File: src/hdl/esc_pkg.sv
// shared constants, types and helpers for the epoch seconds to calendar date block
// no dependencies; used by every other file in hdl/
package esc_pkg;

  localparam int SECS_W     = 32;
  localparam int DAYS_W     = 16;   // whole days in a 32-bit seconds count
  localparam int DCNT_W     = 17;   // day count after the offset is added
  localparam int REM_W      = 17;   // seconds within a day
  localparam int YEAR_W     = 12;
  localparam int YCNT_W     = 13;   // full-width year counter
  localparam int MONTH_W    = 4;
  localparam int DAY_W      = 5;
  localparam int HOUR_W     = 5;
  localparam int MIN_W      = 6;
  localparam int SEC_W      = 6;
  localparam int CENT_W     = 6;    // year / 100 for a 12-bit year
  localparam int OFFS_W     = 3;
  localparam int CFG_IDX_W  = 2;
  localparam int CFG_DATA_W = 12;
  localparam int QUEUE_DEPTH = 2;

  localparam logic [REM_W-1:0]  SECS_PER_DAY  = 17'd86400;
  localparam logic [REM_W-1:0]  SECS_PER_HOUR = 17'd3600;
  localparam logic [REM_W-1:0]  SECS_PER_MIN  = 17'd60;
  localparam logic [YEAR_W-1:0] YEARS_PER_CENTURY = 12'd100;
  localparam logic [YEAR_W-1:0] LAST_YEAR_OF_CENTURY = 12'd99;
  localparam logic [8:0]        DAYS_PER_YEAR = 9'd365;
  localparam logic [8:0]        DAYS_PER_LEAP_YEAR = 9'd366;

  // division by constants: drop the power-of-two factor of the divisor, then
  // multiply by ceil(2^QSHIFT / odd factor); exact over each dividend range
  localparam int DAY_PRE_SHIFT  = 7;    // 86400 = 128 * 675
  localparam int DAY_IN_W       = 25;
  localparam int DAY_RECIP_W    = 26;
  localparam int DAY_PROD_W     = 51;
  localparam int DAY_QSHIFT     = 35;
  localparam logic [DAY_RECIP_W-1:0] DAY_RECIP = 26'd50903317;

  localparam int HOUR_PRE_SHIFT = 4;    // 3600 = 16 * 225
  localparam int HOUR_IN_W      = 13;
  localparam int HOUR_RECIP_W   = 14;
  localparam int HOUR_PROD_W    = 27;
  localparam int HOUR_QSHIFT    = 21;
  localparam logic [HOUR_RECIP_W-1:0] HOUR_RECIP = 14'd9321;

  localparam int MIN_PRE_SHIFT  = 2;    // 60 = 4 * 15
  localparam int MIN_IN_W       = 10;
  localparam int MIN_RECIP_W    = 11;
  localparam int MIN_PROD_W     = 21;
  localparam int MIN_QSHIFT     = 14;
  localparam logic [MIN_RECIP_W-1:0] MIN_RECIP = 11'd1093;

  localparam int CENT_PRE_SHIFT = 2;    // 100 = 4 * 25
  localparam int CENT_IN_W      = 10;
  localparam int CENT_RECIP_W   = 11;
  localparam int CENT_PROD_W    = 21;
  localparam int CENT_QSHIFT    = 15;
  localparam logic [CENT_RECIP_W-1:0] CENT_RECIP = 11'd1311;

  localparam logic [YEAR_W-1:0] START_YEAR_RST = 12'd1970;
  localparam logic [OFFS_W-1:0] DAY_OFFSET_RST = 3'd0;

  localparam logic [CFG_IDX_W-1:0] REG_START_YEAR = 2'd0;
  localparam logic [CFG_IDX_W-1:0] REG_DAY_OFFSET = 2'd1;

  localparam logic [MONTH_W-1:0] MONTH_JAN = 4'd1;
  localparam logic [MONTH_W-1:0] MONTH_FEB = 4'd2;
  localparam logic [MONTH_W-1:0] MONTH_DEC = 4'd12;

  localparam logic [DAY_W-1:0] MONTH_LEN [12] = '{
    5'd31, 5'd28, 5'd31, 5'd30, 5'd31, 5'd30,
    5'd31, 5'd31, 5'd30, 5'd31, 5'd30, 5'd31
  };
  localparam logic [DAY_W-1:0] FEB_LEAP_LEN = 5'd29;

  // seconds split into days and time of day
  typedef struct packed {
    logic [DAYS_W-1:0] days;
    logic [HOUR_W-1:0] hour;
    logic [MIN_W-1:0]  minute;
    logic [SEC_W-1:0]  second;
  } split_t;

  // days in a month, month counted from 1
  function automatic logic [DAY_W-1:0] month_len(input logic [MONTH_W-1:0] month,
                                                 input logic leap);
    logic [DAY_W-1:0] len;
    if (month == MONTH_FEB && leap) begin
      len = FEB_LEAP_LEN;
    end else if (month >= MONTH_JAN && month <= MONTH_DEC) begin
      len = MONTH_LEN[month - MONTH_JAN];
    end else begin
      len = MONTH_LEN[0];
    end
    return len;
  endfunction

endpackage

File: src/hdl/esc_if.sv
// valid/ready channel interfaces for the input seconds and the calendar result
// depends on esc_pkg
interface esc_in_if;
  logic                        valid;
  logic                        ready;
  logic [esc_pkg::SECS_W-1:0]  elapsed_secs;

  modport source (output valid, output elapsed_secs, input ready);
  modport sink   (input valid, input elapsed_secs, output ready);
endinterface

interface esc_out_if;
  logic                         valid;
  logic                         ready;
  logic [esc_pkg::YEAR_W-1:0]   year;
  logic [esc_pkg::MONTH_W-1:0]  month;
  logic [esc_pkg::DAY_W-1:0]    day_of_month;
  logic [esc_pkg::HOUR_W-1:0]   hour;
  logic [esc_pkg::MIN_W-1:0]    minute;
  logic [esc_pkg::SEC_W-1:0]    second;

  modport source (output valid, output year, output month, output day_of_month,
                  output hour, output minute, output second, input ready);
  modport sink   (input valid, input year, input month, input day_of_month,
                  input hour, input minute, input second, output ready);
endinterface

File: src/hdl/epoch_seconds_to_calendar_date.sv
// Converts an unsigned 32-bit count of seconds since January 1, 00:00:00 of a
// programmable start year into Gregorian year, month, day of month, hour, minute
// and second, one result per input transaction. A programmable 0..7 whole-day
// offset is added to the day count (5 for the ATSC epoch, 0 for Unix). The front
// end splits the count by reciprocal multiplication, one multiply or subtract
// per cycle: an accept state, the working states F_DAY, F_REM, F_HOUR, F_MIN,
// F_SEC and F_TRIM, and a push state that waits for the queue; the result goes
// to a two-entry queue. The back end derives the century (B_INIT), then the year
// within the century (B_MOD) of the start year, then walks one year per cycle
// and one month per cycle, over at most 136 years since that is all a 32-bit
// count spans. The year walk sets the throughput; the front end runs ahead on
// the next transaction meanwhile. The result sits in an output register, so a
// stalled sink does not stop the walk already in progress.
// Registers: index 0 is the start year (12 bits, reset 1970), index 1 is
// day_offset (3 bits, reset 0); writes to other indexes are dropped, and
// registers should only be written while no transaction is in flight.
module epoch_seconds_to_calendar_date (
  input  logic                             clk,
  input  logic                             rst_n,
  esc_in_if.sink                           in_if,
  esc_out_if.source                        out_if,
  input  logic                             cfg_we,
  input  logic [esc_pkg::CFG_IDX_W-1:0]    cfg_idx,
  input  logic [esc_pkg::CFG_DATA_W-1:0]   cfg_data
);

  logic [esc_pkg::YEAR_W-1:0]   start_year_r;
  logic [esc_pkg::OFFS_W-1:0]   day_offset_r;

  // front end to queue
  logic                         push_valid;
  logic                         push_ready;
  esc_pkg::split_t              push_data;

  // queue to back end
  logic                         pop_valid;
  logic                         pop_ready;
  esc_pkg::split_t              pop_data;

  // configuration registers, unknown indexes ignored
  always_ff @(posedge clk) begin
    if (!rst_n) begin
      start_year_r <= esc_pkg::START_YEAR_RST;
      day_offset_r <= esc_pkg::DAY_OFFSET_RST;
    end else if (cfg_we) begin
      unique case (cfg_idx)
        esc_pkg::REG_START_YEAR: begin
          start_year_r <= cfg_data[esc_pkg::YEAR_W-1:0];
        end
        esc_pkg::REG_DAY_OFFSET: begin
          day_offset_r <= cfg_data[esc_pkg::OFFS_W-1:0];
        end
        default: begin
        end
      endcase
    end
  end

  // seconds split into days and time of day
  esc_front u_front (
    .clk        (clk),
    .rst_n      (rst_n),
    .in_if      (in_if),
    .push_valid (push_valid),
    .push_ready (push_ready),
    .push_data  (push_data)
  );

  // decouples the divider from the calendar walk
  esc_queue u_queue (
    .clk        (clk),
    .rst_n      (rst_n),
    .push_valid (push_valid),
    .push_ready (push_ready),
    .push_data  (push_data),
    .pop_valid  (pop_valid),
    .pop_ready  (pop_ready),
    .pop_data   (pop_data)
  );

  // year and month walk plus output register
  esc_back u_back (
    .clk        (clk),
    .rst_n      (rst_n),
    .start_year (start_year_r),
    .day_offset (day_offset_r),
    .pop_valid  (pop_valid),
    .pop_ready  (pop_ready),
    .pop_data   (pop_data),
    .out_if     (out_if)
  );

endmodule

File: src/hdl/esc_front.sv
// front end: accepts a seconds count and splits it into days, hour, minute, second
// depends on esc_pkg and esc_if
module esc_front (
  input  logic            clk,
  input  logic            rst_n,
  esc_in_if.sink          in_if,
  output logic            push_valid,
  input  logic            push_ready,
  output esc_pkg::split_t push_data
);

  localparam logic [2:0] F_IDLE = 3'd0;
  localparam logic [2:0] F_DAY  = 3'd1;
  localparam logic [2:0] F_REM  = 3'd2;
  localparam logic [2:0] F_HOUR = 3'd3;
  localparam logic [2:0] F_MIN  = 3'd4;
  localparam logic [2:0] F_SEC  = 3'd5;
  localparam logic [2:0] F_TRIM = 3'd6;
  localparam logic [2:0] F_PUSH = 3'd7;

  logic [2:0]                      state_r, state_nxt;
  logic [esc_pkg::SECS_W-1:0]      secs_r, secs_nxt;
  logic [esc_pkg::DAYS_W-1:0]      days_r, days_nxt;
  logic [esc_pkg::REM_W-1:0]       rem_r, rem_nxt;
  logic [esc_pkg::HOUR_W-1:0]      hour_r, hour_nxt;
  logic [esc_pkg::MIN_W-1:0]       minute_r, minute_nxt;

  logic [esc_pkg::DAY_PROD_W-1:0]  day_prod;
  logic [esc_pkg::HOUR_PROD_W-1:0] hour_prod;
  logic [esc_pkg::MIN_PROD_W-1:0]  min_prod;
  logic [esc_pkg::REM_W-1:0]       day_secs;
  logic [esc_pkg::REM_W-1:0]       hour_secs;
  logic [esc_pkg::REM_W-1:0]       min_secs;

  // quotients by reciprocal multiplication, one step per cycle
  assign day_prod  = esc_pkg::DAY_PROD_W'(secs_r[esc_pkg::DAY_PRE_SHIFT +: esc_pkg::DAY_IN_W])
                   * esc_pkg::DAY_PROD_W'(esc_pkg::DAY_RECIP);
  assign hour_prod = esc_pkg::HOUR_PROD_W'(rem_r[esc_pkg::HOUR_PRE_SHIFT +: esc_pkg::HOUR_IN_W])
                   * esc_pkg::HOUR_PROD_W'(esc_pkg::HOUR_RECIP);
  assign min_prod  = esc_pkg::MIN_PROD_W'(rem_r[esc_pkg::MIN_PRE_SHIFT +: esc_pkg::MIN_IN_W])
                   * esc_pkg::MIN_PROD_W'(esc_pkg::MIN_RECIP);

  // low bits of quotient times divisor, enough since each remainder fits
  assign day_secs  = esc_pkg::REM_W'(days_r) * esc_pkg::SECS_PER_DAY;
  assign hour_secs = esc_pkg::REM_W'(hour_r) * esc_pkg::SECS_PER_HOUR;
  assign min_secs  = esc_pkg::REM_W'(minute_r) * esc_pkg::SECS_PER_MIN;

  assign in_if.ready = (state_r == F_IDLE);
  assign push_valid  = (state_r == F_PUSH);

  assign push_data.days   = days_r;
  assign push_data.hour   = hour_r;
  assign push_data.minute = minute_r;
  assign push_data.second = rem_r[esc_pkg::SEC_W-1:0];

  always_comb begin
    state_nxt  = state_r;
    secs_nxt   = secs_r;
    days_nxt   = days_r;
    rem_nxt    = rem_r;
    hour_nxt   = hour_r;
    minute_nxt = minute_r;
    unique case (state_r)
      F_IDLE: begin
        if (in_if.valid) begin
          secs_nxt  = in_if.elapsed_secs;
          state_nxt = F_DAY;
        end
      end
      F_DAY: begin
        days_nxt  = day_prod[esc_pkg::DAY_QSHIFT +: esc_pkg::DAYS_W];
        state_nxt = F_REM;
      end
      F_REM: begin
        rem_nxt   = secs_r[esc_pkg::REM_W-1:0] - day_secs;
        state_nxt = F_HOUR;
      end
      F_HOUR: begin
        hour_nxt  = hour_prod[esc_pkg::HOUR_QSHIFT +: esc_pkg::HOUR_W];
        state_nxt = F_MIN;
      end
      F_MIN: begin
        rem_nxt   = rem_r - hour_secs;
        state_nxt = F_SEC;
      end
      F_SEC: begin
        minute_nxt = min_prod[esc_pkg::MIN_QSHIFT +: esc_pkg::MIN_W];
        state_nxt  = F_TRIM;
      end
      F_TRIM: begin
        rem_nxt   = rem_r - min_secs;
        state_nxt = F_PUSH;
      end
      F_PUSH: begin
        if (push_ready) begin
          state_nxt = F_IDLE;
        end
      end
      default: begin
        state_nxt = F_IDLE;
      end
    endcase
  end

  always_ff @(posedge clk) begin
    if (!rst_n) begin
      state_r <= F_IDLE;
    end else begin
      state_r <= state_nxt;
    end
  end

  always_ff @(posedge clk) begin
    secs_r   <= secs_nxt;
    days_r   <= days_nxt;
    rem_r    <= rem_nxt;
    hour_r   <= hour_nxt;
    minute_r <= minute_nxt;
  end

endmodule

File: src/hdl/esc_queue.sv
// two-entry queue between the front end and the calendar walk
// depends on esc_pkg
module esc_queue (
  input  logic            clk,
  input  logic            rst_n,
  input  logic            push_valid,
  output logic            push_ready,
  input  esc_pkg::split_t push_data,
  output logic            pop_valid,
  input  logic            pop_ready,
  output esc_pkg::split_t pop_data
);

  localparam int PTR_W = $clog2(esc_pkg::QUEUE_DEPTH);
  localparam int CNT_W = $clog2(esc_pkg::QUEUE_DEPTH + 1);

  esc_pkg::split_t    mem_r [esc_pkg::QUEUE_DEPTH];
  logic [PTR_W-1:0]   wr_ptr_r, rd_ptr_r;
  logic [CNT_W-1:0]   count_r, count_nxt;
  logic               do_push, do_pop;

  assign push_ready = (count_r != CNT_W'(esc_pkg::QUEUE_DEPTH));
  assign pop_valid  = (count_r != '0);
  assign pop_data   = mem_r[rd_ptr_r];
  assign do_push    = push_valid && push_ready;
  assign do_pop     = pop_valid && pop_ready;

  always_comb begin
    count_nxt = count_r;
    if (do_push && !do_pop) begin
      count_nxt = count_r + CNT_W'(1);
    end else if (do_pop && !do_push) begin
      count_nxt = count_r - CNT_W'(1);
    end
  end

  always_ff @(posedge clk) begin
    if (!rst_n) begin
      wr_ptr_r <= '0;
      rd_ptr_r <= '0;
      count_r  <= '0;
    end else begin
      count_r <= count_nxt;
      if (do_push) begin
        wr_ptr_r <= PTR_W'((int'(wr_ptr_r) + 1) % esc_pkg::QUEUE_DEPTH);
      end
      if (do_pop) begin
        rd_ptr_r <= PTR_W'((int'(rd_ptr_r) + 1) % esc_pkg::QUEUE_DEPTH);
      end
    end
  end

  always_ff @(posedge clk) begin
    if (do_push) begin
      mem_r[wr_ptr_r] <= push_data;
    end
  end

endmodule

File: src/hdl/esc_back.sv
// back end: walks years and months from the start year and drives the result register
// depends on esc_pkg and esc_if
module esc_back (
  input  logic                         clk,
  input  logic                         rst_n,
  input  logic [esc_pkg::YEAR_W-1:0]   start_year,
  input  logic [esc_pkg::OFFS_W-1:0]   day_offset,
  input  logic                         pop_valid,
  output logic                         pop_ready,
  input  esc_pkg::split_t              pop_data,
  esc_out_if.source                    out_if
);

  localparam logic [2:0] B_IDLE  = 3'd0;
  localparam logic [2:0] B_INIT  = 3'd1;
  localparam logic [2:0] B_MOD   = 3'd2;
  localparam logic [2:0] B_YEAR  = 3'd3;
  localparam logic [2:0] B_MONTH = 3'd4;
  localparam logic [2:0] B_DONE  = 3'd5;

  logic [2:0]                    state_r, state_nxt;
  logic [esc_pkg::DCNT_W-1:0]    days_r, days_nxt;
  logic [esc_pkg::YCNT_W-1:0]    year_r, year_nxt;
  logic [esc_pkg::YEAR_W-1:0]    c100_r, c100_nxt;   // year mod 100 after init
  logic [esc_pkg::CENT_W-1:0]    cent_r, cent_nxt;   // century count, low bits matter
  logic [esc_pkg::MONTH_W-1:0]   month_r, month_nxt;
  esc_pkg::split_t               hold_r, hold_nxt;

  logic                          out_valid_r;
  logic [esc_pkg::YEAR_W-1:0]    year_o_r;
  logic [esc_pkg::MONTH_W-1:0]   month_o_r;
  logic [esc_pkg::DAY_W-1:0]     mday_o_r;
  logic [esc_pkg::HOUR_W-1:0]    hour_o_r;
  logic [esc_pkg::MIN_W-1:0]     minute_o_r;
  logic [esc_pkg::SEC_W-1:0]     second_o_r;

  logic [esc_pkg::CENT_PROD_W-1:0] cent_prod;
  logic [esc_pkg::YEAR_W-1:0]    cent_years;
  logic                          leap;
  logic [8:0]                    ylen;
  logic [esc_pkg::DAY_W-1:0]     mlen;
  logic                          out_free;
  logic                          out_load;

  // start year / 100 by reciprocal multiplication, then the year within the century
  assign cent_prod  = esc_pkg::CENT_PROD_W'(c100_r[esc_pkg::CENT_PRE_SHIFT +:
                                                   esc_pkg::CENT_IN_W])
                    * esc_pkg::CENT_PROD_W'(esc_pkg::CENT_RECIP);
  assign cent_years = esc_pkg::YEAR_W'(cent_r) * esc_pkg::YEARS_PER_CENTURY;

  // 4/100/400 rule from the running mod-100 and century counters
  assign leap = (c100_r != '0) ? (year_r[1:0] == 2'd0) : (cent_r[1:0] == 2'd0);
  assign ylen = leap ? esc_pkg::DAYS_PER_LEAP_YEAR : esc_pkg::DAYS_PER_YEAR;
  assign mlen = esc_pkg::month_len(month_r, leap);

  assign out_free  = !out_valid_r || out_if.ready;
  assign out_load  = (state_r == B_DONE) && out_free;
  assign pop_ready = (state_r == B_IDLE);

  always_comb begin
    state_nxt = state_r;
    days_nxt  = days_r;
    year_nxt  = year_r;
    c100_nxt  = c100_r;
    cent_nxt  = cent_r;
    month_nxt = month_r;
    hold_nxt  = hold_r;
    unique case (state_r)
      B_IDLE: begin
        if (pop_valid) begin
          days_nxt  = esc_pkg::DCNT_W'(pop_data.days) + esc_pkg::DCNT_W'(day_offset);
          year_nxt  = esc_pkg::YCNT_W'(start_year);
          c100_nxt  = start_year;
          hold_nxt  = pop_data;
          state_nxt = B_INIT;
        end
      end
      B_INIT: begin
        cent_nxt  = cent_prod[esc_pkg::CENT_QSHIFT +: esc_pkg::CENT_W];
        state_nxt = B_MOD;
      end
      B_MOD: begin
        c100_nxt  = c100_r - cent_years;
        state_nxt = B_YEAR;
      end
      B_YEAR: begin
        if (days_r < esc_pkg::DCNT_W'(ylen)) begin
          month_nxt = esc_pkg::MONTH_JAN;
          state_nxt = B_MONTH;
        end else begin
          days_nxt = days_r - esc_pkg::DCNT_W'(ylen);
          year_nxt = year_r + esc_pkg::YCNT_W'(1);
          if (c100_r == esc_pkg::LAST_YEAR_OF_CENTURY) begin
            c100_nxt = '0;
            cent_nxt = cent_r + esc_pkg::CENT_W'(1);
          end else begin
            c100_nxt = c100_r + esc_pkg::YEAR_W'(1);
          end
        end
      end
      B_MONTH: begin
        if (days_r < esc_pkg::DCNT_W'(mlen) || month_r == esc_pkg::MONTH_DEC) begin
          state_nxt = B_DONE;
        end else begin
          days_nxt  = days_r - esc_pkg::DCNT_W'(mlen);
          month_nxt = month_r + esc_pkg::MONTH_W'(1);
        end
      end
      B_DONE: begin
        if (out_free) begin
          state_nxt = B_IDLE;
        end
      end
      default: begin
        state_nxt = B_IDLE;
      end
    endcase
  end

  always_ff @(posedge clk) begin
    if (!rst_n) begin
      state_r     <= B_IDLE;
      out_valid_r <= 1'b0;
    end else begin
      state_r <= state_nxt;
      if (out_load) begin
        out_valid_r <= 1'b1;
      end else if (out_if.ready) begin
        out_valid_r <= 1'b0;
      end
    end
  end

  always_ff @(posedge clk) begin
    days_r  <= days_nxt;
    year_r  <= year_nxt;
    c100_r  <= c100_nxt;
    cent_r  <= cent_nxt;
    month_r <= month_nxt;
    hold_r  <= hold_nxt;
    if (out_load) begin
      year_o_r   <= year_r[esc_pkg::YEAR_W-1:0];
      month_o_r  <= month_r;
      mday_o_r   <= esc_pkg::DAY_W'(days_r + esc_pkg::DCNT_W'(1));
      hour_o_r   <= hold_r.hour;
      minute_o_r <= hold_r.minute;
      second_o_r <= hold_r.second;
    end
  end

  assign out_if.valid        = out_valid_r;
  assign out_if.year         = year_o_r;
  assign out_if.month        = month_o_r;
  assign out_if.day_of_month = mday_o_r;
  assign out_if.hour         = hour_o_r;
  assign out_if.minute       = minute_o_r;
  assign out_if.second       = second_o_r;

endmodule
File: src/flat_wrapper.sv
// flat-port wrapper written by rule: the top's interface ports become plain ports
module epoch_seconds_to_calendar_date_flat 
  (clk, rst_n, cfg_we, cfg_idx, cfg_data, in_if_valid, in_if_elapsed_secs, in_if_ready, out_if_valid, out_if_year, out_if_month, out_if_day_of_month, out_if_hour, out_if_minute, out_if_second, out_if_ready);
  esc_in_if in_if_i ();
  esc_out_if out_if_i ();
  input  logic clk;
  input  logic rst_n;
  input  logic cfg_we;
  input  logic [esc_pkg::CFG_IDX_W-1:0] cfg_idx;
  input  logic [esc_pkg::CFG_DATA_W-1:0] cfg_data;
  input wire logic [$bits(in_if_i.valid)-1:0] in_if_valid;
  input wire logic [$bits(in_if_i.elapsed_secs)-1:0] in_if_elapsed_secs;
  output wire logic [$bits(in_if_i.ready)-1:0] in_if_ready;
  output wire logic [$bits(out_if_i.valid)-1:0] out_if_valid;
  output wire logic [$bits(out_if_i.year)-1:0] out_if_year;
  output wire logic [$bits(out_if_i.month)-1:0] out_if_month;
  output wire logic [$bits(out_if_i.day_of_month)-1:0] out_if_day_of_month;
  output wire logic [$bits(out_if_i.hour)-1:0] out_if_hour;
  output wire logic [$bits(out_if_i.minute)-1:0] out_if_minute;
  output wire logic [$bits(out_if_i.second)-1:0] out_if_second;
  input wire logic [$bits(out_if_i.ready)-1:0] out_if_ready;
  assign in_if_i.valid = in_if_valid;
  assign in_if_i.elapsed_secs = in_if_elapsed_secs;
  assign in_if_ready = in_if_i.ready;
  assign out_if_valid = out_if_i.valid;
  assign out_if_year = out_if_i.year;
  assign out_if_month = out_if_i.month;
  assign out_if_day_of_month = out_if_i.day_of_month;
  assign out_if_hour = out_if_i.hour;
  assign out_if_minute = out_if_i.minute;
  assign out_if_second = out_if_i.second;
  assign out_if_i.ready = out_if_ready;
  epoch_seconds_to_calendar_date u_core (.clk(clk), .rst_n(rst_n), .in_if(in_if_i), .out_if(out_if_i), .cfg_we(cfg_we), .cfg_idx(cfg_idx), .cfg_data(cfg_data));
endmodule
File: config.mk
export PLATFORM = sky130hd
export DESIGN_NAME = epoch_seconds_to_calendar_date_flat
export DESIGN_NICKNAME = d
export VERILOG_FILES = /design/src/hdl/esc_pkg.sv /design/src/hdl/esc_if.sv /design/src/hdl/epoch_seconds_to_calendar_date.sv /design/src/hdl/esc_front.sv /design/src/hdl/esc_queue.sv /design/src/hdl/esc_back.sv /design/src/flat_wrapper.sv
export SDC_FILE = /design/constraint.sdc
export NUM_CORES = 1
export LEC_CHECK = 0
export BUFFER_PORTS_ARGS = -buffer_cell sky130_fd_sc_hd__buf_2
export CAP_MARGIN = 20
export CELL_PAD_IN_SITES_DETAIL_PLACEMENT = 0
export CELL_PAD_IN_SITES_GLOBAL_PLACEMENT = 1
export CORE_ASPECT_RATIO = 0.8
export CORE_MARGIN = 3
export CORE_UTILIZATION = 40
export DETAILED_ROUTE_END_ITERATION = 6
export GPL_TIMING_DRIVEN = 0
export PLACE_DENSITY = 0.62
export SLEW_MARGIN = 20
export SYNTH_ARGS = -nofsm -noshare
export SYNTH_HDL_FRONTEND = slang
export SYNTH_HIERARCHICAL = 1
export SYNTH_SLANG_ARGS = --single-unit
File: constraint.sdc
create_clock -name clk -period 11.2 [get_ports clk]
set_input_delay 1.12 -clock clk [delete_from_list [all_inputs] [get_ports clk]]
set_output_delay 1.12 -clock clk [all_outputs]
set_load 0.03 [all_outputs]
==> results of run 1 <==
[layer usage]
layer | share of wire, % | GRT usage [%]
met3 | 3.3 | 1.987
met5 | 0 | 0
met4 | 1.6 | 3.559
met2 | 46 | 30.33
met1 | 49 | 26.87
[critical path, cell delays in order, from the launching register on]
cell and delay [ns]:
edfxtp_1 0.94, inv_1 0.24, ha_1 0.40, inv_1 0.13
fa_1 0.43, ha_1 0.29, inv_1 0.05, fa_1 0.50
inv_1 0.05, fa_1 0.48, fa_1 0.55, inv_1 0.05
fa_1 0.53, inv_1 0.05, ha_1 0.34, nand3_1 0.13
or4_1 0.47, o21ai_0 0.65, a211oi_2 0.23, a31oi_1 0.37
a21o_1 0.21, a21oi_1 0.08, xnor2_1 0.13
[state kept, by name (all words and copies together) (netlist names), 4 cells and up, named ones only]
| register | cells |
|---|---|
| u_core/start_year_r | 12 |
| u_core/u_back/out_if.second | 6 |
| u_core/u_back/out_if.day_of_month | 5 |
| u_core/u_back/month_r | 4 |
| u_core/u_front/rem_r | 17 |
| u_core/u_back/out_if.month | 4 |
| u_core/u_front/days_r | 16 |
| u_core/u_back/out_if.hour | 5 |
| u_core/u_front/hour_r | 5 |
| u_core/u_front/secs_r | 32 |
| u_core/u_back/out_if.year | 12 |
| u_core/u_front/minute_r | 6 |
| u_core/u_back/year_r | 12 |
| u_core/u_back/cent_r | 6 |
| u_core/u_back/hold_r | 17 |
| u_core/u_back/out_if.minute | 6 |
| u_core/u_back/days_r | 17 |
| u_core/u_queue/mem_r | 66 |
| u_core/u_back/c100_r | 12 |
[cells in the mapped netlist, drive strengths merged (11+ instances only)]
master | number | area [µm²]
a21o | 42 | 315.3
nand2b | 14 | 95.09
nand3 | 33 | 165.2
and3 | 12 | 75.07
ha | 621 | 7770
a31oi | 16 | 106.4
o21ai | 90 | 450.4
nor2 | 88 | 330.3
dfxtp | 27 | 540.5
a21oi | 107 | 535.5
xnor2 | 99 | 867.1
edfxtp | 248 | 7447
o31ai | 11 | 82.58
buf | 18 | 110.1
o221ai | 12 | 105.1
o21bai | 20 | 150.1
xor2 | 58 | 508.0
o21a | 17 | 127.6
nor2b | 18 | 112.6
mux2i | 11 | 110.1
nand4 | 19 | 118.9
and2 | 14 | 88.84
mux2 | 34 | 386.6
fa | 266 | 5325
nor3 | 27 | 135.1
clkbuf | 29 | 118.9
inv | 573 | 2151
a211oi | 11 | 87.58
nand2 | 130 | 488.0
o211ai | 15 | 112.6
[cell usage in the layout, fill, tap and decap left out, types with 19 or more instances in the layout]
cell type | netlist | routed
a21o_1 | 42 | 42
a21oi_1 | 107 | 106
buf_2 | 10 | 100
clkbuf_1 | 28 | 34
clkbuf_16 | 0 | 34
dfxtp_1 | 27 | 27
edfxtp_1 | 248 | 248
fa_1 | 266 | 266
ha_1 | 621 | 621
inv_1 | 572 | 571
mux2_2 | 33 | 33
nand2_1 | 130 | 130
nand3_1 | 33 | 33
nand4_1 | 19 | 19
nor2_1 | 88 | 88
nor3_1 | 27 | 27
o21ai_0 | 87 | 86
o21bai_1 | 20 | 20
xnor2_1 | 99 | 99
xor2_1 | 58 | 58
[worst max path at each step]
stage	end	cells past startpoint
finish	u_core/u_front/days_r[11]	22
global route	u_core/u_front/days_r[11]	22
CTS	u_core/u_front/days_r[11]	22
detailed placement	u_core/u_front/days_r[11]	22
global placement	u_core/u_front/days_r[11]	22
floorplan	u_core/u_front/days_r[11]	22
[logic make-up after synthesis]
logic type / Yosys count / synth area share [%]
xor+xnor: 157 / 4.556
mux: 45 / 1.646
simple gates: 410 / 6.807
fa+ha+maj: 887 / 43.39
compound gates: 416 / 9.203
flops: 275 / 26.47
buf+inv: 622 / 7.935
[per-stage QoR]
stage	hold WS, ns	std cells	area [µm²]	setup WS [ns]
2_1_floorplan	0.4003	2812	30180	5.003
3_3_place_gp	0.4060	3903	31880	3.619
3_5_place_dp	0.4045	3910	32040	3.655
4_1_cts	0.4236	3971	33090	3.603
5_1_grt	0.4271	3971	33090	3.166
6_report	0.4207	3971	33090	3.632
[cell type report]
class	instances	share of cell area, %
buffer	48	0.7260
clock buffer	41	2.681
clock inverter	20	0.4916
inverter	574	6.512
multi-input combinational	1915	59.91
sequential	275	24.14
tap	1001	3.785
timing repair buffer	97	1.751
==> results.sh, run 1 <==
export IMPL_ys_types=89
export IMPL_synth_warning_count=6
export IMPL_crit_path_max_fanout=12
export IMPL_drive_above_1_share_pct=7.980
export IMPL_cts_hold_buf=0
export IMPL_firstDrtPassIters=5
export IMPL_viasPerCell=5.046
export IMPL_utilization_pct=44.55
export IMPL_num_vias=20037
export IMPL_overflow=0
export IMPL_root_buffer="clkbuf_16"
export IMPL_r2r_end="u_core/u_front/days_r[11]"
export IMPL_synth_edff_count=248
export IMPL_initial_core_util_pct=40.63
export IMPL_endpoint_kind="register"
export IMPL_ioPinCount=91
export IMPL_min_path_type="reg2reg"
export IMPL_hp_start="u_core/u_back/hold_r[13]"
export IMPL_async_flop_share_pct=0
export IMPL_antenna_left=0
export IMPL_wl_per_cell_um=17.92
export IMPL_htreeDepth=2
export IMPL_clkLatencyLatePin_ns=0.55
export IMPL_die_w_um=313.1
export IMPL_worstPathArrival_ns=7.86
export IMPL_timing_rr_start="u_core/u_front/secs_r[12]"
export IMPL_worstPathRequired_ns=11.49
export IMPL_slew_viol_final=0
export IMPL_regArea_um2=7988
export IMPL_cp_startpoint="u_core/u_front/secs_r[12]"
export IMPL_synth_main_ff_cell="edfxtp_1"
export IMPL_hpwlAfterDp_mm=58.73
export IMPL_r2r_setup_slack_ns=3.63
export IMPL_grt_pass1_vias=21191
export IMPL_hold_viol=0
export IMPL_clock_sinks=275
export IMPL_reg2regPathDepth=22
export IMPL_final_setup_tns_ns=0
export IMPL_port_buffers=90
export IMPL_dieHeight_um=251.7
export IMPL_syn_to_final_growth_pct=9.630
export IMPL_avgSynthCellArea_um2=10.73
export IMPL_drv_cap=0
export IMPL_final_net_count=3883
export IMPL_post_route_drc_count=0
export IMPL_rsz0062_at_grt="no"
export IMPL_grt_max_degree=27
export IMPL_syn_inst=2812
export IMPL_status="complete, no violations"
export IMPL_max_slew_worst_pin_slew_ns=0.9699
export IMPL_synth_seq_area_share_pct=26.47
export IMPL_routed_wl_mm=71.17
export IMPL_fin_crit_ns=7.568
export IMPL_fillers=7035
export IMPL_finalClockSkew_ns=0.01897
export IMPL_fp_row_count=89
export IMPL_grt_pass1_wl_mm=116.0
export IMPL_max_freq_mhz=132.1
export IMPL_crit_path_start_kind="register"
export IMPL_timing_final_crit_share_pct=67.58
export IMPL_cts_tree="done"
export IMPL_hold_path_depth=0
export IMPL_multi_input_area_um2=19820
export IMPL_drtIter0Drc=968
export IMPL_antenna_found_initial=0
export IMPL_clock_path_buffers=3
export IMPL_synth_fp_nets=3750
export IMPL_core_area_um2=74280
export IMPL_netlist_area_um2=30180
export IMPL_cts_resized=0
export IMPL_hold_end="u_core/u_back/out_if.hour[1]"
export IMPL_post_cts_setup_buffers=0
export IMPL_place_congestion=0.8839
export IMPL_crit_type="reg2reg"
export IMPL_report_final_setup_viol=0
export IMPL_track_usage_pct=18.56
export IMPL_design_die_area_um2=78810
export IMPL_antennaDiodeCount=0
export IMPL_ys_ff_latch=275
export IMPL_numCtsBuffers=34
export IMPL_clk_pin_slew_ns=0.06
export IMPL_maxSlewHeadroom_pct=34.84
Power of run 1 is left out: the tool's default activity adds up to more than one toggle a clock period on the data nets, which glitch-free logic cannot reach.
==> run 2, diff against run 1 <==
- ABC_AREA: not set -> 1
- PLACE_DENSITY: 0.62 -> 0.64
- clock period: 11.2 -> 7.9 ns (I/O delays scaled with it)
==> results.sh, run 2 <==
export IMPL_root_buffer="clkbuf_16"
export IMPL_cts_resized=0
export IMPL_largest_reg_flops=66
export IMPL_grt_pass1_wl_mm=139.4
export IMPL_place_congestion=0.8699
export IMPL_dpl_cell_area_um2=35310
export IMPL_crit_chain="inv_1 > ha_1 > inv_1 > fa_1 > ha_1 > inv_1 > fa_1 > inv_1 > fa_1 > fa_1 > inv_1 > fa_1 > inv_1 > ha_1 > a21oi_1 > o21ai_0 > nand2_1 > nand2_1 > nand2_1 > nand2_1 > nand2_1 > nand3_1 > nand2_1 > nand2_1"
export IMPL_drive_above_1_share_pct=8.081
export IMPL_worstPathRequired_ns=8.13
export IMPL_initial_core_util_pct=40.88
export IMPL_timing_rr_start="u_core/u_front/secs_r[12]"
export IMPL_synth_xor_area_share_pct=1.815
export IMPL_hold_path_depth=1
export IMPL_firstDrtPassIters=6
export IMPL_clk_pin_slew_ns=0.06
export IMPL_hpwlAfterDp_mm=75.27
export IMPL_synth_top_family_by_area="adder cells"
export IMPL_clock_path_buffers=3
export IMPL_ys_ff_latch=275
export IMPL_post_synth_top_count_cell="inv_1"
export IMPL_dieHeight_um=264.1
export IMPL_synth_compound_area_share_pct=6.670
export IMPL_hold_end="u_core/u_front/secs_r[29]"
export IMPL_finalClockSkew_ns=0.02895
export IMPL_worstPathArrival_ns=6.82
export IMPL_async_flop_share_pct=0
export IMPL_max_freq_mhz=151.8
export IMPL_rsz0062_at_grt="no"
export IMPL_synth_area_mux_share_pct=1.488
export IMPL_htreeDepth=2
export IMPL_crit_path_start_kind="register"
export IMPL_use_met3_pct=2.844
export IMPL_viasPerCell=4.908
export IMPL_ys_types=55
export IMPL_endpoint_kind="register"
export IMPL_routed_wl_mm=88.49
export IMPL_stdcell_area_um2=36450
export IMPL_numCtsBuffers=34
export IMPL_timing_final_crit_share_pct=83.41
export IMPL_r2r_setup_slack_ns=1.31
export IMPL_die_w_um=328.6
export IMPL_report_final_setup_viol=0
export IMPL_crit_type="reg2reg"
export IMPL_layout_common_cells="inv_1, nand2_1, ha_1, fa_1, edfxtp_1"
export IMPL_synth_warning_count=6
export IMPL_grt_max_degree=20
export IMPL_drv_cap=0
export IMPL_port_buffers=89
export IMPL_fp_row_count=93
export IMPL_grt_pass1_vias=24270
export IMPL_reg_top3="u_core/u_queue/mem_r (66), u_core/u_front/secs_r (32)"
export IMPL_largest_register="u_core/u_queue/mem_r"
export IMPL_layout_commonest_cell="inv_1"
export IMPL_core_area_um2=81450
export IMPL_synth_simple_area_share_pct=16.59
export IMPL_synth_area_leaders="ha_1, edfxtp_1, fa_1"
export IMPL_maxSlewHeadroom_pct=29.66
export IMPL_final_net_count=4848
export IMPL_fin_crit_ns=6.590
export IMPL_gr_usage_met1_pct=33.46
export IMPL_overflow=0
export IMPL_synth_main_ff_cell="edfxtp_1"
export IMPL_crit_path_max_fanout=12
export IMPL_hold_ws_ns=0.4063
export IMPL_synth_seq_area_share_pct=23.99
export IMPL_synth_fp_nets=4711
export IMPL_reg2regPathDepth=24
export IMPL_synthAdderAreaFrac_pct=39.33
export IMPL_netlist_area_um2=33300
export IMPL_antenna_found_initial=7
export IMPL_max_slew_worst_pin_slew_ns=1.055
export IMPL_synth_edff_count=248
export IMPL_slew_viol_final=0
export IMPL_critical_path_top_delay_family="adder cells"
export IMPL_yosys_area_top_type="ha_1"
export IMPL_hp_start="in_if_elapsed_secs[29]"
export IMPL_design_die_area_um2=86760
export IMPL_syn_to_final_growth_pct=9.458
export IMPL_track_usage_pct=20.66
export IMPL_cp_startpoint="u_core/u_front/secs_r[12]"
export IMPL_syn_inst=3773
export IMPL_hold_viol=0
export IMPL_gr_usage_met2_pct=29.03
export IMPL_cts_hold_buf=0
export IMPL_wl_per_cell_um=17.60
export IMPL_min_path_type="in2reg"
export IMPL_cts_tree="done"
export IMPL_avgSynthCellArea_um2=8.825
export IMPL_cp_slowest_cell="edfxtp_1"
export IMPL_final_setup_tns_ns=0
export IMPL_antenna_left=0
export IMPL_synth_top_area_share_pct=23.34
export IMPL_r2r_end="u_core/u_front/days_r[14]"
export IMPL_max_stage_delay_ns=0.94
export IMPL_synthTopCellsByCount="inv_1, nand2_1, ha_1"
export IMPL_clkLatencyLatePin_ns=0.56
export IMPL_cp_buffers_inverters=6
export IMPL_post_route_drc_count=0
export IMPL_path_common_cell="nand2_1"
export IMPL_clock_sinks=275
export IMPL_grt_busiest_layer="met1"
export IMPL_ioPinCount=91
export IMPL_status="complete, no violations"
export IMPL_drtIter0Drc=1568
export IMPL_post_cts_setup_buffers=0
export IMPL_num_vias=24684
[run 2: layout make-up]
type / instances / area (µm²)
Tap cell: 1092 / 1366
Antenna cell: 2 / 5.005
Inverter: 834 / 3136
Multi-Input combinational cell: 2637 / 21990
Clock buffer: 41 / 908.4
Sequential cell: 275 / 7988
Fill cell: 8189 / 45010
Timing Repair Buffer: 101 / 603.1
Clock inverter: 20 / 219.0
Buffer: 27 / 235.2
[run 2: stage by stage]
| stage | std cells | setup WS (ns) | util, % |
|---|---|---|---|
| floorplan | 3773 | 2.288 | - |
| global placement | 4954 | 1.264 | 43.10 |
| detailed placement | 4966 | 1.319 | 43.35 |
| CTS | 5027 | 1.265 | 44.73 |
| global route | 5027 | 0.9471 | 44.74 |
| finish | 5029 | 1.310 | 44.75 |
[run 2: cells by family after synthesis]
kind of cell / after synthesis
DFF: 275
AOI/OAI and AO/OA: 397
muxes: 34
xor gates and xnor gates: 69
buffers and inverters: 861
and+or+nand+nor: 1250
adders and majority gates: 887
[run 2: how the worst max path moves through the flow]
stage / endpoint / slack (ns) / cells past startpoint
floorplan: u_core/u_front/days_r[11] / 2.29 / 21
global placement: u_core/u_front/days_r[14] / 1.26 / 23
detailed placement: u_core/u_front/days_r[14] / 1.32 / 24
CTS: u_core/u_front/days_r[14] / 1.27 / 24
global route: u_core/u_front/days_r[14] / 0.95 / 24
finish: u_core/u_front/days_r[14] / 1.31 / 24
[run 2: worst reg2reg max path: cells and delay by family, from the launching register on]
| family | cells | cell delay [ns] |
|---|---|---|
| buf+inv | 6 | 0.54 |
| flops | 1 | 0.94 |
| simple gates | 8 | 0.80 |
| compound gates | 2 | 0.51 |
| fa+ha+maj | 8 | 3.48 |
[run 2: metal layers]
layer | part of all wire [%] | up-vias
li1 | - | 12563
met1 | 55 | 11642
met2 | 39 | 417
met3 | 4.7 | 60
met4 | 1.5 | 2
met5 | 0.011 | -
Power of run 2 is left out for the same reason.
==> run 3, diff against run 2 <==
- clock period: 7.9 -> 6.3 ns (I/O delays scaled with it)
==> results.sh, run 3 (synthesis gave the netlist of run 2 again) <==
export IMPL_max_slew_worst_pin_slew_ns=1.080
export IMPL_grt_pass1_vias=24321
export IMPL_port_buffers=89
export IMPL_finalClockSkew_ns=0.02899
export IMPL_crit_path_start_kind="register"
export IMPL_cp_slowest_cell="fa_1"
export IMPL_track_usage_pct=20.81
export IMPL_clock_sinks=275
export IMPL_stdcell_count=5081
export IMPL_slew_viol_final=0
export IMPL_fp_row_count=93
export IMPL_endpoint_kind="register"
export IMPL_stdcell_area_um2=36890
export IMPL_hold_path_depth=1
export IMPL_max_freq_mhz=163.9
export IMPL_grt_pass1_wl_mm=140.2
export IMPL_crit_chain="fa_1 > inv_1 > fa_1 > inv_1 > fa_1 > inv_1 > fa_1 > inv_1 > fa_1 > inv_1 > fa_1 > inv_1 > ha_1 > ha_1 > a21oi_1 > o21ai_0 > nand2_1 > nand2_1 > a21oi_1 > nand3_1 > nand2_1 > nand2_1"
export IMPL_post_route_drc_count=0
export IMPL_cp_buffers_inverters=6
export IMPL_hold_end="u_core/u_front/secs_r[29]"
export IMPL_hold_viol=0
export IMPL_cts_tree="done"
export IMPL_firstDrtPassIters=5
export IMPL_dpl_cell_area_um2=35310
export IMPL_die_w_um=328.6
export IMPL_grt_max_degree=20
export IMPL_layout_commonest_cell="inv_1"
export IMPL_antenna_found_initial=7
export IMPL_reg_top3="u_core/u_queue/mem_r (66), u_core/u_front/secs_r (32)"
export IMPL_hpwlAfterDp_mm=75.27
export IMPL_fin_crit_ns=6.103
export IMPL_timing_final_crit_share_pct=96.87
export IMPL_r2r_setup_slack_ns=0.20
export IMPL_htreeDepth=2
export IMPL_max_stage_delay_ns=0.57
export IMPL_crit_path_max_fanout=5
export IMPL_num_vias=24902
export IMPL_clk_pin_slew_ns=0.06
export IMPL_maxSlewHeadroom_pct=28.03
export IMPL_clock_path_buffers=3
export IMPL_crit_type="reg2reg"
export IMPL_place_inst=4966
export IMPL_design_die_area_um2=86760
export IMPL_worstPathArrival_ns=6.34
export IMPL_core_area_um2=81450
export IMPL_drv_cap=0
export IMPL_initial_core_util_pct=40.88
export IMPL_min_path_type="in2reg"
export IMPL_drive_above_1_share_pct=9.458
export IMPL_overflow=0
export IMPL_report_final_setup_viol=0
export IMPL_rsz0062_at_grt="no"
export IMPL_wl_per_cell_um=17.57
export IMPL_antenna_left=0
export IMPL_status="complete, no violations"
export IMPL_place_congestion=0.8699
export IMPL_critical_path_top_delay_family="adder cells"
export IMPL_worstPathRequired_ns=6.53
export IMPL_final_net_count=4899
export IMPL_root_buffer="clkbuf_16"
export IMPL_largest_reg_flops=66
export IMPL_ioPinCount=91
export IMPL_numCtsBuffers=34
export IMPL_timing_rr_start="u_core/u_front/secs_r[29]"
export IMPL_clkLatencyLatePin_ns=0.55
export IMPL_viasPerCell=4.901
export IMPL_cts_hold_buf=0
export IMPL_largest_register="u_core/u_queue/mem_r"
export IMPL_drtIter0Drc=1422
export IMPL_layout_common_cells="inv_1, nand2_1, ha_1, fa_1, edfxtp_1"
export IMPL_hp_start="in_if_elapsed_secs[29]"
export IMPL_syn_to_final_growth_pct=10.80
export IMPL_routed_wl_mm=89.30
export IMPL_dieHeight_um=264.1
export IMPL_reg2regPathDepth=22
export IMPL_r2r_end="u_core/u_front/days_r[14]"
==> run 3: cell count changes in the layout (fill, tap and decap cells not counted), moves of 2 or more <==
cell,change
buf_4,+49
o21ai_0,-5
o21ai_1,+5
a21oi_1,-4
a21oi_2,+4
buf_12,+2
nor2_1,-2
nor2_2,+2
==> run 3: worst reg2reg max path, cell delays in order (launching register included) <==
cell      delay (ns)
edfxtp_1        0.50
fa_1            0.57
inv_1           0.05
fa_1            0.49
inv_1           0.05
fa_1            0.52
inv_1           0.05
fa_1            0.53
inv_1           0.05
fa_1            0.52
inv_1           0.05
fa_1            0.52
inv_1           0.06
ha_1            0.20
ha_1            0.40
a21oi_1         0.29
o21ai_0         0.21
nand2_1         0.11
nand2_1         0.08
a21oi_1         0.17
nand3_1         0.09
nand2_1         0.07
nand2_1         0.18
==> run 3: layout make-up <==
cell class | count | area (µm²)
Timing Repair Buffer | 152 | 1011
Fill cell | 8146 | 44560
Multi-Input combinational cell | 2637 | 22020
Sequential cell | 275 | 7988
Antenna cell | 3 | 7.507
Clock buffer | 41 | 908.4
Tap cell | 1092 | 1366
Inverter | 834 | 3136
Buffer | 27 | 235.2
Clock inverter | 20 | 219.0
==> run 3: per-layer routing <==
layer / vias to the layer above / share of wire, % / GRT usage, %
li1: 12670 / - / -
met2: 423 / 39 / 29.24
met4: 2 / 1.6 / 3.773
met3: 62 / 5.0 / 2.844
met1: 11745 / 54 / 33.66
met5: - / 0.011 / 0
==> run 3: timing repair <==
item | CTS | global route
gates resized for setup | 1 | 13
endpoints found under the setup margin | 13 | 16
buffers inserted | 11 | 40
==> run 3: worst max path at each step <==
stage / startpoint / to / slack (ns) / cells past startpoint
floorplan: u_core/u_front/secs_r[29] / u_core/u_front/days_r[11] / 0.69 / 21
global placement: u_core/u_front/secs_r[12] / u_core/u_front/days_r[14] / -0.34 / 23
detailed placement: u_core/u_front/secs_r[12] / u_core/u_front/days_r[14] / -0.28 / 24
CTS: u_core/u_front/secs_r[23] / u_core/u_front/days_r[7] / 0.006 / 19
finish: u_core/u_front/secs_r[29] / u_core/u_front/days_r[14] / 0.20 / 22
global route: u_core/u_front/secs_r[26] / u_core/u_front/days_r[7] / 0.003 / 19
==> run 3: metrics by stage <==
| stage | worst slack, ns | util (%) | hold slack [ns] | TNS (ns) |
|---|---|---|---|---|
| 2_1_floorplan | 0.6882 | - | 0.4003 | 0 |
| 3_3_place_gp | -0.3361 | 43.10 | 0.4004 | -1.990 |
| 3_5_place_dp | -0.2811 | 43.35 | 0.4056 | -1.269 |
| 4_1_cts | 0.005564 | 44.83 | 0.2017 | 0 |
| 5_1_grt | 0.002984 | 45.29 | 0.2247 | 0 |
| 6_report | 0.1969 | 45.29 | 0.2466 | 0 |
Power of run 3 is left out for the same reason.
